[config.mk]
export PLATFORM = sky130hd
export DESIGN_NAME = teqs_delay
export DESIGN_NICKNAME = d
export VERILOG_FILES = /design/src/rtl/trig_equation_solver_defines.svh /design/src/rtl/teqs_delay.sv
export SDC_FILE = /design/constraint.sdc
export NUM_CORES = 1
export LEC_CHECK = 0
export BUFFER_PORTS_ARGS = -buffer_cell sky130_fd_sc_hd__buf_2
export CAP_MARGIN = 0
export CELL_PAD_IN_SITES_DETAIL_PLACEMENT = 0
export CELL_PAD_IN_SITES_GLOBAL_PLACEMENT = 1
export CORE_MARGIN = 1.5
export CORE_UTILIZATION = 45
export DETAILED_ROUTE_END_ITERATION = 8
export PLACE_DENSITY_LB_ADDON = 0.1
export SETUP_SLACK_MARGIN = 0.1
export SYNTH_ARGS = -nofsm -noshare
export SYNTH_HDL_FRONTEND = slang
export SYNTH_SLANG_ARGS = --single-unit
[constraint.sdc]
create_clock -name i_clk -period 0.8 [get_ports i_clk]
set_input_delay 0.16 -clock i_clk [delete_from_list [all_inputs] [get_ports i_clk]]
set_output_delay 0.16 -clock i_clk [all_outputs]
set_load 0.01 [all_outputs]
[src/rtl/trig_equation_solver_defines.svh]
// ----------------------------------------------------------------------------
// Assertion macros for the trigonometric equation solver
// Concurrent checks clocked on i_clk and held off while i_rst_n is low.
// ----------------------------------------------------------------------------
`ifndef TRIG_EQUATION_SOLVER_DEFINES_SVH
`define TRIG_EQUATION_SOLVER_DEFINES_SVH

// Condition and consequence in the same cycle.
`define TEQS_ASSERT_SAME(label, ante, cons, msg) \
    label: assert property (@(posedge i_clk) disable iff (!i_rst_n) (ante) |-> (cons)) \
        else $error(msg);

// Consequence in the cycle after the condition.
`define TEQS_ASSERT_NEXT(label, ante, cons, msg) \
    label: assert property (@(posedge i_clk) disable iff (!i_rst_n) (ante) |=> (cons)) \
        else $error(msg);

`endif

[src/rtl/teqs_delay.sv]
// ----------------------------------------------------------------------------
// teqs_delay
// Enabled shift line that carries side data alongside the pipeline.
// ----------------------------------------------------------------------------
`default_nettype none

module teqs_delay #(
    parameter int WIDTH = 8,
    parameter int DEPTH = 4
) (
    input  logic             i_clk,
    input  logic             i_en,
    input  logic [WIDTH-1:0] i_d,
    output logic [WIDTH-1:0] o_q
);

    logic [WIDTH-1:0] r_tap [DEPTH];

    always_ff @(posedge i_clk) begin
        if (i_en) begin
            r_tap[0] <= i_d;
            for (int k = 1; k < DEPTH; k++) begin
                r_tap[k] <= r_tap[k-1];
            end
        end
    end

    assign o_q = r_tap[DEPTH-1];

endmodule

`default_nettype wire

==> results.ini <==
[status]
status=finished with violations
failed_checks=negative setup slack

[drt]
m1WireLength_um=369
drt_iter0_markers=17
drc=0
drt-pass1-iter-count=4
wl_per_cell_um=10.7
top_layer_used=met4
wl_met3_um=88
antenna_left=0
met2_length_um=431
dr_total_vias=385
wirelength_um=920
post_drt_via_cell_ratio=4.48

[logic_synthesis]
yosysTopAreaCell=edfxtp_1
synth_area_leaders=edfxtp_1 (100%)
synthCells=32
yosysSeqAreaShare_pct=100
yosysTopAreaCellShare_pct=100
yosysUniqueCellTypes=1
synth_seq_cells=32
avgSynthCellArea_um2=30.0
synth-warning-count=0
synth_fp_nets=42
mappedNetlistArea_um2=961

[clock_network]
cts_tree=built
cts_max_level=2
post_cts_buffers=0
cts_num_sinks=32
numCtsBuffers=5
clock_latency_ns=0.30
cts_buffer_depth=2
clk_pin_slew_ns=0.08
cts_root_buf=clkbuf_4
cts_resized=0
hold_buffers=0

[grt]
track_usage_pct=9.20
antenna_found_initial=0
grt_overflow=0
grt_first_pass_wirelength_um=1460
grt_pass1_vias=345
grt_max_degree=17

[die]
pin_count=18
die_height_um=49.2
dieWidth_um=49.2
core-area_um2=1980
start_util_pct=48.5
num_rows=16
dieArea_um2=2420

[worst_setup_path]
worstPathMaxFanout=1
end_kind=primary output
worstPathRequired_ns=0.64
worstSetupPathType=register to primary output
crit_family=flip-flops
crit_chain=buf_2
critical_path.max_stage_delay_ns=0.37
cp.arrival_ns=0.83
crit_buf_inv=1
cp-start-kind=register
crit_slowest_cell=edfxtp_1

[finish]
largestRegisters=r_tap: 32 flops
regMostFlops=r_tap
drive_above_1_share_pct=40.7
insertedDiodeCount=0
nNetsFinal=68
largest_reg_flops=32
multi_input_gates=0
areaGrowthSynthToFinish_pct=21.6
multi_input_area_um2=0

[timing]
setup_viol=8
finClkSkew_ns=0.00206
fin_setup_tns_ns=-1.37
fin_crit_ns=0.987
fin_hold_ws_ns=0.0227
tightestPinTransition_ns=0.112
rsz0062_at_grt=true
slew_headroom_pct=92.6
hold_viol=0
min_period_over_period_pct=123
max_freq_mhz=1010
drv_slew=0
timing.final.ws_setup_ns=-0.187

[placed_design]
dp_hpwl_um=576
dpl_worst_slack_ns=0.0335
place_congestion=0.619
portBuffers=17

[job]
drv_cap=0

[pwr]
leakagePower_nw=0.426
peakVddDrop_mv=1.49
power_per_cell_area_nw_per_um2=2460

[worst_hold_path]
hp-class=input port to register

[cell usage in the layout, fill, tap and decap left out]
cell,synthesis,layout
buf_12,0,2
buf_2,0,17
clkbuf_1,0,2
clkbuf_4,0,5
clkinv_1,0,1
edfxtp_1,32,32
[per-stage QoR]
stage	total power, mW	std cells	utilization (%)	area [µm²]
finish	2.88	86	59.0	1170
global route	3.01	86	59.0	1170
CTS	2.93	86	59.0	1170
detailed placement	2.14	78	56.5	1120
global placement	2.13	78	56.5	1120
floorplan	2.04	32	-	961
[layout make-up]
cell class / count / area (µm²)
Sequential cell: 32 / 961
Fill cell: 150 / 813
Timing Repair Buffer: 19 / 125
Clock buffer: 7 / 45.0
Tap cell: 27 / 33.8
Clock inverter: 1 / 3.75
[layer usage]
layer | vias up | global-route usage, %
li1 | 182 | -
met1 | 177 | 10.5
met2 | 22 | 11.7
met3 | 4 | 4.60
met4 | 0 | 10.0
met5 | - | 0
[cell usage after synthesis, drive strengths merged]
cell type,instances
edfxtp,32
[timing repair]
item,CTS,global route
hold endpoints to repair,0,2
pin swaps,0,0
endpoints found under the setup margin,8,8
[path summary, 6_finish.rpt]
check	start	end	slack [ns]	depth (start not counted)
worst max-delay path	r_tap[3][4]	o_q[4]	-0.19	1
worst min-delay path	i_d[2]	r_tap[0][2]	0.02	1
worst max register to register	r_tap[0][7]	r_tap[1][7]	0.15	0
worst min register to register	r_tap[2][4]	r_tap[3][4]	0.42	0
[power by group]
part	total (mW)	switching, mW	internal [mW]
combinational	0.104	0.0548	0.0493
sequential	2.00	0.0250	1.97
clock	0.775	0.438	0.337
[cell families after synthesis]
group and synth area share (%):
flops 100
Note: power is estimated with default switching activity, not from simulation.
