<file path="src/rtl/trig_equation_solver_defines.svh">
// ----------------------------------------------------------------------------
// Assertion macros for the trigonometric equation solver
// Concurrent checks clocked on i_clk and held off while i_rst_n is low.
// ----------------------------------------------------------------------------
`ifndef TRIG_EQUATION_SOLVER_DEFINES_SVH
`define TRIG_EQUATION_SOLVER_DEFINES_SVH

// Condition and consequence in the same cycle.
`define TEQS_ASSERT_SAME(label, ante, cons, msg) \
    label: assert property (@(posedge i_clk) disable iff (!i_rst_n) (ante) |-> (cons)) \
        else $error(msg);

// Consequence in the cycle after the condition.
`define TEQS_ASSERT_NEXT(label, ante, cons, msg) \
    label: assert property (@(posedge i_clk) disable iff (!i_rst_n) (ante) |=> (cons)) \
        else $error(msg);

`endif

</file>
<file path="src/rtl/teqs_pkg.sv">
// ----------------------------------------------------------------------------
// teqs_pkg
// Shared types, codes and angle constants of the trigonometric equation solver.
// ----------------------------------------------------------------------------
`default_nettype none

package teqs_pkg;

    localparam int WIDE_FRAC  = 60;
    localparam int TABLE_LEN  = 32;
    localparam int SQRT_STEPS = 32;

    localparam logic signed [63:0] PI_WIDE = 64'sh3243F6A8885A308D;
    localparam logic signed [63:0] HALF_PI = PI_WIDE >>> 1;

    localparam logic [1:0] FAIL_SOLVED = 2'd0;
    localparam logic [1:0] FAIL_DEGEN  = 2'd1;
    localparam logic [1:0] FAIL_RANGE  = 2'd2;

    typedef logic [0:0] t_cfg_index;
    localparam t_cfg_index REG_MAG_TOL = 1'b0;
    localparam t_cfg_index REG_ANG_TOL = 1'b1;

    typedef struct packed {
        logic signed [31:0] coeff_const;
        logic signed [31:0] coeff_cos;
        logic signed [31:0] coeff_sin;
    } t_in_item;

    typedef struct packed {
        logic [1:0]         root_count;
        logic signed [31:0] first_angle;
        logic signed [31:0] second_angle;
        logic [1:0]         failure_code;
    } t_out_item;

    typedef struct packed {
        logic xneg;
        logic yneg;
        logic ypos;
        logic xzero;
        logic yzero;
    } t_atan_flags;

    function automatic logic [31:0] mag32(input logic signed [31:0] v);
        return v[31] ? 32'(-v) : 32'(v);
    endfunction

    // Term of the arctangent series: divide by the odd number 2k+1.
    function automatic logic [63:0] div_odd(input logic [63:0] v, input int k);
        case (k)
            0:       return v;
            1:       return v / 3;
            2:       return v / 5;
            3:       return v / 7;
            4:       return v / 9;
            5:       return v / 11;
            6:       return v / 13;
            7:       return v / 15;
            8:       return v / 17;
            9:       return v / 19;
            10:      return v / 21;
            11:      return v / 23;
            12:      return v / 25;
            13:      return v / 27;
            14:      return v / 29;
            15:      return v / 31;
            16:      return v / 33;
            17:      return v / 35;
            18:      return v / 37;
            19:      return v / 39;
            20:      return v / 41;
            21:      return v / 43;
            22:      return v / 45;
            23:      return v / 47;
            24:      return v / 49;
            25:      return v / 51;
            26:      return v / 53;
            27:      return v / 55;
            28:      return v / 57;
            29:      return v / 59;
            default: return v;
        endcase
    endfunction

    // atan(2^-idx) with 60 fraction bits, truncated series; elaboration only.
    function automatic logic signed [63:0] arc_entry(input int idx);
        logic signed [63:0] sum;
        logic [63:0]        term;
        int                 e;
        sum = '0;
        if (idx == 0) begin
            sum = PI_WIDE >>> 2;
        end else begin
            for (int k = 0; k < 30; k++) begin
                e = idx * (2 * k + 1);
                if (e <= WIDE_FRAC) begin
                    term = div_odd(64'(1) << (WIDE_FRAC - e), k);
                    if ((k & 1) != 0) sum = sum - signed'(term);
                    else              sum = sum + signed'(term);
                end
            end
        end
        return sum;
    endfunction

endpackage

`default_nettype wire

</file>
<file path="src/rtl/teqs_sqrt.sv">
// ----------------------------------------------------------------------------
// teqs_sqrt
// Pipelined restoring square root: floor(sqrt) of 64 bits, one bit a stage.
// ----------------------------------------------------------------------------
`default_nettype none

module teqs_sqrt (
    input  logic        i_clk,
    input  logic        i_en,
    input  logic [63:0] i_val,
    output logic [31:0] o_root
);

    import teqs_pkg::*;

    logic [63:0] r_rem [SQRT_STEPS-1];
    logic [63:0] r_res [SQRT_STEPS];

    for (genvar s = 0; s < SQRT_STEPS; s++) begin : g_step
        localparam logic [63:0] BIT = 64'(1) << (62 - 2 * s);
        logic [63:0] w_rem_in;
        logic [63:0] w_res_in;
        logic [63:0] w_try;
        logic        w_take;

        if (s == 0) begin : g_first
            assign w_rem_in = i_val;
            assign w_res_in = '0;
        end else begin : g_next
            assign w_rem_in = r_rem[s-1];
            assign w_res_in = r_res[s-1];
        end

        assign w_try  = w_res_in + BIT;
        assign w_take = (w_rem_in >= w_try);

        always_ff @(posedge i_clk) begin
            if (i_en) begin
                r_res[s] <= w_take ? ((w_res_in >> 1) + BIT) : (w_res_in >> 1);
            end
        end

        if (s < SQRT_STEPS - 1) begin : g_rem
            always_ff @(posedge i_clk) begin
                if (i_en) begin
                    r_rem[s] <= w_take ? (w_rem_in - w_try) : w_rem_in;
                end
            end
        end
    end

    assign o_root = r_res[SQRT_STEPS-1][31:0];

endmodule

`default_nettype wire

</file>
<file path="config.mk">
export PLATFORM = sky130hd
export DESIGN_NAME = teqs_sqrt
export DESIGN_NICKNAME = d
export VERILOG_FILES = /design/src/rtl/trig_equation_solver_defines.svh /design/src/rtl/teqs_pkg.sv /design/src/rtl/teqs_sqrt.sv
export SDC_FILE = /design/constraint.sdc
export NUM_CORES = 2
export LEC_CHECK = 0
export BUFFER_PORTS_ARGS = -buffer_cell sky130_fd_sc_hd__buf_2
export CAP_MARGIN = 0
export CORE_MARGIN = 3
export CORE_UTILIZATION = 25
export CTS_CLUSTER_DIAMETER = 40
export DETAILED_ROUTE_END_ITERATION = 6
export PLACE_DENSITY = 0.36
export SLEW_MARGIN = 40
export SYNTH_ARGS = -nofsm -noshare
export SYNTH_HDL_FRONTEND = slang
export SYNTH_SLANG_ARGS = --single-unit
</file>
<file path="constraint.sdc">
create_clock -name i_clk -period 4.58 [get_ports i_clk]
set_input_delay 0.458 -clock i_clk [delete_from_list [all_inputs] [get_ports i_clk]]
set_output_delay 0.458 -clock i_clk [all_outputs]
set_load 0.02 [all_outputs]
</file>
==> results.md <==
- Outcome: complete, but fails checks
- Failing checks: DRC
- Num rows: 255
- Proportion of layout cells with a drive suffix above 1: 0.112
- Die Span X: 702 µm
- RSZ-0062 raised after global routing: no
- Post-synth EDFFs: 2512
- Final ANT Viol Nets: 0
- Syn nets: between 10000 and 15000
- Synth Area per Inst: 12.5 µm²
- Dpl hpwl: roughly 300 mm
- Crit path DAT: roughly 5000 ps
- Worst r2r dst: r_rem[1][432]
- #FFs+latches synth: 2512
- Vias: between 70000 and 80000
- Dpl cells: 16237
- # IOs: 98
- Number of library cell types mapped by synthesis: 91
- Pwr dens: 555 mW/mm²
- Layout Nets: 10946
- Placed cell areas: 0.131 mm²
- Sink Count: 2512
- Global-route wire length before repair: 556 mm
- CTS tree: built
- Max-cap violations: 0
- Register area share after synthesis: 0.623
- IO Port Bufs: 97
- Vias per Instance: 4.62
- Setup violators final: 0
- Initial antenna violation count: 15
- R2R cell count: 11
- Endpoint of the worst hold path: r_rem[0][23]
- Synth warnings: 0
- CP max-delay cell: edfxtp_1
- Setup TNS: 0 ps
- WP data required: 5360 ps
- Routed WL per cell: around 22 µm
- Synth top area cells: edfxtp_1 (62%), ha_1 (5.8%), xnor2_1 (3.5%)
- Mapped Cells: 9731
- Chip Height: roughly 700 µm
- Pin count of the biggest net entering global routing: 146
- Worst path cell trace: or3_1 > or3_1 > or4_1 > or4_1 > a211oi_1 > o21ai_4 > buf_4 > nand2_1 > nor3_1 > xor2_1 > buf_4
- Fmax: 233 MHz
- Root Buffer: clkbuf_16
- FF-to-FF Start: r_rem[1][371]
- Total GRT Usage: 0.152
- Fin area: between 0.1 and 0.15 mm²
- DR DRC count: 2
- Asr flop ratio synth: 0
- Worst Hold Class: primary input to register
- Ys flop type: edfxtp_1
- Slew Viols, Final: 0
- Die area: 0.493 mm²
- Congestion Overflow GR: 0
- Clock-pin slew on the worst setup and hold paths: roughly 50 ps
- Crit Path Max Fanout: 26
- CP Launch Point: r_rem[1][371]
- Clock skew: 80.3 ps
- Area grow syn2layout: 21.1%
- Initial core utilization: 0.251
- Core area: 0.482 mm²
- WL final: roughly 380 mm
- Critical path launch point type: register
- Crit-path max cell delay: 560 ps
- Share of the synthesized area in the top cell type: 0.623
- Tmin final: 4290 ps
- Reg2reg setup slack: 290 ps
- Slew HR: 0.387
- Peak VDD IR: 324 µV
- CTS Buffer Depth: 4
- H-tree levels: 5
- Leakage: 54.3 nW
- Critical Path End Type: register
- Final hold violations: 0
- Hold path start: i_val[23]
- Synth area leader: edfxtp_1
- DRT Pass-1 Iters: 7
- Number of global-route vias before repair: ~82000
- Critical path type: register to register
- GP Congestion: 0.865
- Worst-margin pin slew: 911 ps
- Worst-Skew Late Latency: 990 ps
- Fin cells: 17127
- Post-Syn Area: 0.121 mm²
- Final Cycle Share: 0.937
- Hold path depth: 2
- TritonCTS Buffers: 440
- Initial DRC Count: 5455
## through the flow
step | utilization | setup WS (ps) | hold slack, ps | power (mW)
floorplan | - | 1150 | 417 | 41.6
global placement | 0.271 | -894 | 434 | 48.4
detailed placement | 0.271 | 80.8 | 435 | 48.3
CTS | 0.304 | 19.0 | 71.3 | 82.7
global route | 0.304 | 77.9 | 111 | 85.5
finish | 0.304 | 290 | 191 | 81.4
## repair_timing
item,in CTS,in global routing
setup buffers,0,0
resized for setup,0,1
endpoints found under the hold margin,84,0
setup endpoints to repair,0,7
hold buffers,66,0
## synth_stat cells (all sizes together), types with 62 or more instances
cell	count
nor2b	72
nand2	616
nand4	160
o21ai	458
clkbuf	157
nand3	170
nor4	312
edfxtp	2512
or3	95
ha	558
a21o	251
nor3	296
a31oi	62
nor2	650
inv	722
o21a	93
xor2	394
nand2b	107
xnor2	491
a21oi	629
## kinds of logic (layout without fill, tap and decap cells)
| family | after synthesis | count (layout) | share of synthesized area |
|---|---|---|---|
| compound gates | 1911 | 1911 | 0.0978 |
| fa+ha+maj | 558 | 558 | 0.0576 |
| xor+xnor | 885 | 885 | 0.0640 |
| mux | 67 | 67 | 0.00617 |
| buf+inv | 914 | 1879 | 0.0288 |
| other cells | 0 | 6 | 0 |
| simple gates | 2884 | 2884 | 0.123 |
| flops | 2512 | 2512 | 0.623 |
## layer usage
layer	track usage	vias up	part of all wire
li1	-	37905	-
met1	0.171	38949	0.39
met2	0.288	1610	0.54
met3	0.0188	653	0.033
met4	0.0602	0	0.042
met5	0	-	0
## cell usage in the layout, fill, tap and decap left out, types with 292 or more instances in the layout
master,netlist,layout
xnor2_1,491,490
nor3_1,293,292
ha_1,558,558
xor2_1,394,394
nor2_1,650,649
a21oi_1,628,626
nand2_1,616,616
nor4_1,310,296
o21ai_0,454,454
edfxtp_1,2512,2512
clkbuf_16,0,447
inv_1,716,716
## worst max-delay path by stage
stage	slack, ps	to	cells past startpoint
global placement	-890	r_rem[1][307]	10
CTS	20	r_rem[1][309]	11
floorplan	1150	r_rem[1][652]	12
detailed placement	80	r_rem[1][309]	11
global route	80	r_rem[1][627]	11
finish	290	r_rem[1][432]	11
## cell type report
cell class / count / area [µm²]
flip-flops and latches: 2512 / 75400
multi-input cells: 6305 / 42500
well taps: 6425 / 8040
diodes: 6 / 15.0
inverters: 723 / 2720
repair buffers: 340 / 2820
fillers: 48752 / 336000
clock inverters: 340 / 3970
clock buffers: 476 / 11300
## power by group
group | internal (mW) | total [mW] | switching, mW
Sequential | 29.3 | 32.3 | 2.98
Combinational | 6.16 | 15.5 | 9.31
Clock | 21.5 | 33.7 | 12.2
## flip-flops by register name (all words and copies together), names as in the netlist
register / flops
r_rem: 1984
r_res: 528
## worst max-delay path, delay by kind of cell (launching register included)
family	cells	cell delay (ps)
AOI/OAI and AO/OA	2	500
xor gates and xnor gates	1	420
buffers and inverters	2	490
DFF	1	560
and+or+nand+nor	6	2140
No activity file was read; power rests on OpenSTA's default activity.
